**src/hw/rtl/nohs_pkg.sv**
```systemverilog
`timescale 1ns / 1ps
`default_nettype none
// ----------------------------------------------------------------------------
// nohs_pkg
// Types, constants and the best-candidate merge shared by the search cells and
// the top level of the nearest object hit search.
// ----------------------------------------------------------------------------
package nohs_pkg;

    localparam int COORD_W = 16;
    localparam int SIZE_W  = 15;
    localparam int ID_W    = 9;
    localparam int DIST_W  = 14;
    localparam int CALC_W  = 18;
    localparam int ADDR_W  = 3;

    localparam logic signed [CALC_W-1:0] HIT_MARGIN = CALC_W'(8);
    localparam logic [DIST_W-1:0]        DIST_LIMIT = DIST_W'(10000);

    localparam logic KIND_WRITE = 1'b0;
    localparam logic KIND_QUERY = 1'b1;

    // Register index taken from the word address.
    localparam logic REG_USE_EXPANDED = 1'b0;

    typedef struct packed {
        logic                      used;
        logic signed [COORD_W-1:0] nx;
        logic signed [COORD_W-1:0] ny;
        logic signed [COORD_W-1:0] ex;
        logic signed [COORD_W-1:0] ey;
        logic [SIZE_W-1:0]         w;
        logic [SIZE_W-1:0]         h;
    } entry_t;

    // Query token that walks down the cell row. The candidate of the previous
    // cell rides along and is folded into the best result one cell later.
    typedef struct packed {
        logic                      valid;
        logic                      alive;
        logic signed [COORD_W-1:0] px;
        logic signed [COORD_W-1:0] py;
        logic [DIST_W-1:0]         best_dist;
        logic [ID_W-1:0]           best_id;
        logic                      cand_valid;
        logic [DIST_W-1:0]         cand_dist;
        logic [ID_W-1:0]           cand_id;
    } token_t;

    function automatic token_t nohs_merge(input token_t t);
        token_t r;
        r = t;
        if (t.cand_valid && (t.cand_dist < t.best_dist)) begin
            r.best_dist = t.cand_dist;
            r.best_id   = t.cand_id;
        end
        r.cand_valid = 1'b0;
        return r;
    endfunction

endpackage
`default_nettype wire

```
**src/hw/rtl/nohs_cell.sv**
```systemverilog
`timescale 1ns / 1ps
`default_nettype none
// ----------------------------------------------------------------------------
// nohs_cell
// One table slot of the search row: holds the slot's object, tests the passing
// query token against it and hands the token to the next cell.
// ----------------------------------------------------------------------------
module nohs_cell
    import nohs_pkg::*;
#(
    parameter int CELL_INDEX = 0
) (
    input  wire logic   aclk,
    input  wire logic   aresetn,
    input  wire logic   use_expanded,
    input  wire logic   wr_en,
    input  wire entry_t wr_entry,
    input  wire token_t tok_in,
    output token_t      tok_out
);

    localparam logic [ID_W-1:0] CELL_ID = ID_W'(CELL_INDEX + 1);

    logic                      used_reg;
    logic signed [COORD_W-1:0] nx_reg, ny_reg, ex_reg, ey_reg;
    logic [SIZE_W-1:0]         w_reg, h_reg;
    token_t                    tok_reg;
    token_t                    tok_next;

    logic signed [CALC_W-1:0] ox, oy, wv, hv, half_w, half_h, px, py;
    logic signed [CALC_W-1:0] lo_x, hi_x, lo_y, hi_y, cx, cy;
    logic signed [CALC_W-1:0] dxp, dxn, dyp, dyn, dx, dy, cheb_dist;
    logic                     hit;

    always_ff @(posedge aclk) begin
        if (!aresetn) begin
            used_reg <= 1'b0;
        end else if (wr_en) begin
            used_reg <= wr_entry.used;
        end
    end

    always_ff @(posedge aclk) begin
        if (wr_en) begin
            nx_reg <= wr_entry.nx;
            ny_reg <= wr_entry.ny;
            ex_reg <= wr_entry.ex;
            ey_reg <= wr_entry.ey;
            w_reg  <= wr_entry.w;
            h_reg  <= wr_entry.h;
        end
    end

    always_comb begin
        ox = use_expanded ? {{(CALC_W-COORD_W){ex_reg[COORD_W-1]}}, ex_reg}
                          : {{(CALC_W-COORD_W){nx_reg[COORD_W-1]}}, nx_reg};
        oy = use_expanded ? {{(CALC_W-COORD_W){ey_reg[COORD_W-1]}}, ey_reg}
                          : {{(CALC_W-COORD_W){ny_reg[COORD_W-1]}}, ny_reg};
        wv     = {{(CALC_W-SIZE_W){1'b0}}, w_reg};
        hv     = {{(CALC_W-SIZE_W){1'b0}}, h_reg};
        half_w = {{(CALC_W-SIZE_W+1){1'b0}}, w_reg[SIZE_W-1:1]};
        half_h = {{(CALC_W-SIZE_W+1){1'b0}}, h_reg[SIZE_W-1:1]};
        px = {{(CALC_W-COORD_W){tok_in.px[COORD_W-1]}}, tok_in.px};
        py = {{(CALC_W-COORD_W){tok_in.py[COORD_W-1]}}, tok_in.py};

        // The box widened by the margin on every side, right and bottom open.
        lo_x = ox - HIT_MARGIN;
        hi_x = ox + wv + HIT_MARGIN;
        lo_y = oy - HIT_MARGIN;
        hi_y = oy + hv + HIT_MARGIN;
        hit  = (px >= lo_x) && (px < hi_x) && (py >= lo_y) && (py < hi_y);

        // Both differences are formed side by side so the absolute value is
        // only a select.
        cx  = ox + half_w;
        cy  = oy + half_h;
        dxp = px - cx;
        dxn = cx - px;
        dyp = py - cy;
        dyn = cy - py;
        dx  = dxp[CALC_W-1] ? dxn : dxp;
        dy  = dyp[CALC_W-1] ? dyn : dyp;
        cheb_dist = (dy > dx) ? dy : dx;

        tok_next            = nohs_merge(tok_in);
        tok_next.alive      = tok_in.alive && used_reg;
        tok_next.cand_valid = tok_in.alive && used_reg && hit &&
                              (cheb_dist < {{(CALC_W-DIST_W){1'b0}}, DIST_LIMIT});
        tok_next.cand_dist  = cheb_dist[DIST_W-1:0];
        tok_next.cand_id    = CELL_ID;
    end

    always_ff @(posedge aclk) begin
        if (!aresetn) begin
            tok_reg <= '0;
        end else begin
            tok_reg <= tok_next;
        end
    end

    assign tok_out = tok_reg;

endmodule
`default_nettype wire

```
**config.mk**
```make
export PLATFORM = sky130hd
export DESIGN_NAME = nohs_cell
export DESIGN_NICKNAME = d
export VERILOG_FILES = /design/src/hw/rtl/nohs_pkg.sv /design/src/hw/rtl/nohs_cell.sv
export SDC_FILE = /design/constraint.sdc
export NUM_CORES = 1
export LEC_CHECK = 0
export BUFFER_PORTS_ARGS = -buffer_cell sky130_fd_sc_hd__buf_2
export CORE_ASPECT_RATIO = 0.5
export CORE_MARGIN = 4
export CORE_UTILIZATION = 57
export CTS_BUF_LIST = sky130_fd_sc_hd__clkbuf_16
export DETAILED_ROUTE_END_ITERATION = 7
export PLACE_DENSITY = 0.86
export SKIP_CTS_REPAIR_TIMING = 1
export SLEW_MARGIN = 20
export SYNTH_ARGS = -nofsm -noshare
export SYNTH_HDL_FRONTEND = slang
export SYNTH_SLANG_ARGS = --single-unit
```
**constraint.sdc**
```tcl
create_clock -name aclk -period 20.1 [get_ports aclk]
set_input_delay 2.01 -clock aclk [delete_from_list [all_inputs] [get_ports aclk]]
set_output_delay 2.01 -clock aclk [all_outputs]
set_load 0.05 [all_outputs]
```
# == Word level (Yosys, flattened, before mapping) ==
# Cells that the tools add are included.
# classes
n_addsub,12
mul,0
div_mod_pow,0
magnitude_cmp,7
eq_ne,0
n_shift,0
muxes,7
bitwise,0
reduce_logical,7
# ops
op,n
18-bit 2-to-1 mux,5
18-bit by 15-bit adder with 18-bit output,2
18-bit by 16-bit adder with 18-bit output,2
18-bit by 5-bit adder with 18-bit output (second input constant),2
16-bit by 18-bit greater-or-equal comparator with 1-bit output,2
16-bit by 18-bit < comparator with 1-bit output,2
16-bit by 18-bit subtractor with 18-bit output,2
18-bit by 16-bit subtractor with 18-bit output,2
18-bit by 5-bit subtractor with 18-bit output (second input constant),2
23-bit 2-to-1 mux,1
18-bit greater-than comparator,1
18-bit by 14-bit < comparator with 1-bit output (second input constant),1
14-bit < comparator,1
1-bit logical AND,7
1-bit 2-to-1 mux,1
# totals
register_bits,176
latch_bits,0
ramBits,0
mem_bits_ro,0
input_bits,180
output_inout_bits,81
elab_cells,49
memories,0

# == Depth between registers and ports, before layout ==
# depth
depth_word,9
depth_mapped,48
depth_no_buf,40

# == Worst setup path before layout ==
# Ideal clock, no wire load.
# synth_timing
path_type,in2reg
from,input use_expanded
to,register tok_reg (netlist bit tok_out[23])
setup_time_ps,122
arrival_ps,10536
required_ps,19978
setup_slack_ps,9442
cell_stages,44
n_path_buf,7
cell_sequence,buf_6 -> clkbuf_1 -> clkbuf_1 -> clkbuf_1 -> mux2_2 -> ha_1 -> inv_1 -> fa_1 -> nor2b_1 -> o21ai_0 -> a21boi_0 -> o21ai_0 -> a21boi_0 -> o21ai_0 -> nand2b_1 -> a21o_1 -> a21o_1 -> a21o_1 -> [8 not listed] -> o21a_2 -> xnor3_2 -> buf_1 -> mux2_2 -> o21ai_0 -> xor2_1 -> inv_1 -> ha_1 -> nand4_1 -> nor3_1 -> nand4_1 -> o21ai_0 -> maj3_2 -> a21oi_2 -> nor2b_2 -> buf_6 -> mux2i_1 -> o311a_1
# synth_via
elab_chain_len,9
word_cells_on_any_way,28
cone_classes,add/sub (12); order compare (6); mux (5); reduce/logical (5)
# synth_rtl
element,line_no,text
from (decl),nohs_cell.sv:15,"input wire logic use_expanded,"
branches (longest 8 deep; another with 18-bit by 15-bit adder with 18-bit output),--,
1-bit logical AND *,nohs_cell.sv:87,tok_next.cand_valid = tok_in.alive && used_reg && hit &&
to (signal assigned),nohs_cell.sv:97,tok_reg <= tok_next;
to (decl),nohs_cell.sv:27,token_t tok_reg;
# Every way passes the cells marked *.
# A chain may end at the register's enable or synchronous reset.

# == Worst setup path after layout ==
# Ends and elaborated chain as after synthesis.

==> reports/metrics.cfg <==
[outcome]
status = complete, no violations

[routing]
drt_first_iter_violations = 838
vias = 12345
drc_errors = 0
wl_um = 36800
antenna_left = 0
met3_wirelength_um = 2010
drt-met1-wl_um = 16500
route.detailed.wl_per_inst_um = 16.8
highest_layer = met4
dr_wl_met2_um = 17700
drt_first_pass_iters = 5
avgViaCountPerCell = 5.65

[synth]
netlist_instances = 1599
synthArstFlopShare_pct = 0
synth_area_mm2 = 0.0148
synth-edff-count = 94
synth.avg_cell_area_um2 = 9.27
synth.distinct_cells = 79
synth_warnings = 0
synth-seq-cells = 168
synth_flop_cell = edfxtp_1
yosysSeqAreaShare_pct = 29.0

[global_routing]
grt_pass1_wl_um = 59400
grt_antenna_before_repair = 0
grt_pass1_vias = 12021
grt_max_degree = 97
grtUsageTotal_pct = 25.3
grt_overflow = 0

[sta]
finalSetupTns_ns = 0
setup_viol = 0
holdWs_ns = 0.529
rsz0062_at_grt = false
fmax_mhz = 91.6
finalMaxSlewViolations = 0
tightestPinTransition_ns = 1.03
fin_crit_ns = 10.92
finClkSkew_ns = 0.00574
hold_viol = 0
fin_crit_sh_pct = 54.3
slew_headroom_pct = 30.7

[power]
power.total_mw = 1.93
sequentialPowerShare_pct = 21.4
peakVddDrop_v = 0.0000792
clockPowerShare_pct = 16.8
swShare_pct = 45.2
power.leakage_nw = 8.51
combPwrFrac_pct = 61.8
power_density_mw_per_mm2 = 115
p_int_mw = 1.06
p_switching_uw = 873

[finish]
multiInputGateArea_mm2 = 0.00969
layout.area.seq_mm2 = 0.00430
finalNetCount = 2275
synthToLayoutAreaGrowth_pct = 13.8
final_cell_mix = ha_1 (260), buf_2 (251), inv_1 (154), a21oi_1 (115), nand2_1 (97)
drive_gt1_share_pct = 18.0
largest_reg_flops = 73
layout_commonest_cell = ha_1
fillers = 2032
antenna_cells = 0

[die]
ios = 261
rows = 41
dieHeight_um = 122
dieArea_mm2 = 0.0288
fp.dieW_um = 236
coreArea_mm2 = 0.0254
initial_core_util_pct = 58.4

[cts]
cts_num_sinks = 168
tritoncts = built
htreeDepth = 4
cts-root-buf = clkbuf_16
cts_made_buffers = 17
clkLatencyLatePin_ns = 0.46
cts_max_path_buffers = 2
clk_pin_slew_ns = 0.07

[critical_path]
slowest_stage = nor2b_2
crit_arrival_ns = 11.27
end_kind = register
max_stage_delay_ns = 0.81
critPathRequiredTime_ns = 20.45
path_common_cell = a21o_1
path_max_fanout = 36
cp-start-kind = primary input
critPathKind = in -> reg

[place]
portBuffers = 252
place_hpwl_um = 29600
gp_congestion = 0.951

[job]
cap_violations = 0

[min_path]
hold_path.class = reg -> reg

power groups by stage:
stage	registers [mW]	logic, mW	clock network (mW)
finish	0.413	1.20	0.326
global placement	0.420	1.15	0
detailed placement	0.420	1.17	0
floorplan	0.483	0.868	0
CTS	0.413	1.19	0.332
global route	0.416	1.33	0.346
cell usage after synthesis, types with 14 or more instances:
cell type / number / share of area, %
xnor2_1: 64 / 3.8
o21a_1: 14 / 0.71
ha_1: 260 / 22
dfxtp_1: 74 / 10
and2_1: 47 / 2.0
edfxtp_1: 94 / 19
nand2b_1: 22 / 0.93
a21o_1: 88 / 4.5
clkbuf_1: 31 / 0.78
o21ai_0: 95 / 3.2
mux2i_1: 48 / 3.2
nor2b_1: 24 / 1.0
nand3_1: 47 / 1.6
a21oi_1: 115 / 3.9
nor2_1: 52 / 1.3
nand4_1: 19 / 0.80
xor2_1: 40 / 2.4
inv_1: 154 / 3.9
nand2_1: 97 / 2.5
cell families (layout without fill, tap and decap cells):
| family | after synthesis | in the layout | synth area share [%] |
|---|---|---|---|
| compound gates | 412 | 412 | 17.8 |
| simple gates | 364 | 364 | 12.6 |
| fa+ha+maj | 269 | 269 | 23.1 |
| buf+inv | 211 | 445 | 5.86 |
| flops | 168 | 168 | 29.0 |
| xor+xnor | 110 | 110 | 7.00 |
| mux | 64 | 64 | 4.57 |
| other cells | 1 | 8 | 0.0253 |
final cells by class:
type,instances,share of cell area [%]
Clock buffer,19,2.82
Inverter,157,3.49
Tap cell,344,2.55
Sequential cell,168,25.5
Multi-Input combinational cell,1227,57.4
Timing Repair Buffer,256,7.66
Clock inverter,13,0.600
final timing paths:
path         cells after the start                   from  slack [ns]                     end
max reg2reg                     37    nx_reg[0]$_DFFE_PP_       11.12  tok_out[23]$_SDFF_PN0_
min                              2  used_reg$_SDFFE_PN0P_        0.53   used_reg$_SDFFE_PN0P_
min reg2reg                      2  used_reg$_SDFFE_PN0P_        0.53   used_reg$_SDFFE_PN0P_
max                             39           use_expanded        9.18  tok_out[23]$_SDFF_PN0_
stage by stage:
stage	util, %	worst slack [ns]	instances	instance area, µm²
finish	66.5	9.18	2184	16900
global route	66.5	8.34	2184	16900
CTS	66.5	9.23	2184	16900
detailed placement	64.2	8.82	2152	16300
global placement	64.2	9.17	2152	16300
floorplan	-	9.44	1606	14900
critical path, delay by kind of cell:
family | cells | cell delay, ns
xor+xnor | 2 | 0.76
buf+inv | 4 | 0.76
simple gates | 6 | 1.57
fa+ha+maj | 5 | 1.35
compound gates | 18 | 3.60
mux | 4 | 1.17
routing by layer:
layer	global-route usage [%]	vias to the layer above
li1	-	6149
met4	7.51	0
met1	32.6	5774
met2	44.3	364
met3	4.16	58
met5	0	-
Power figures use the tool's default switching activity.
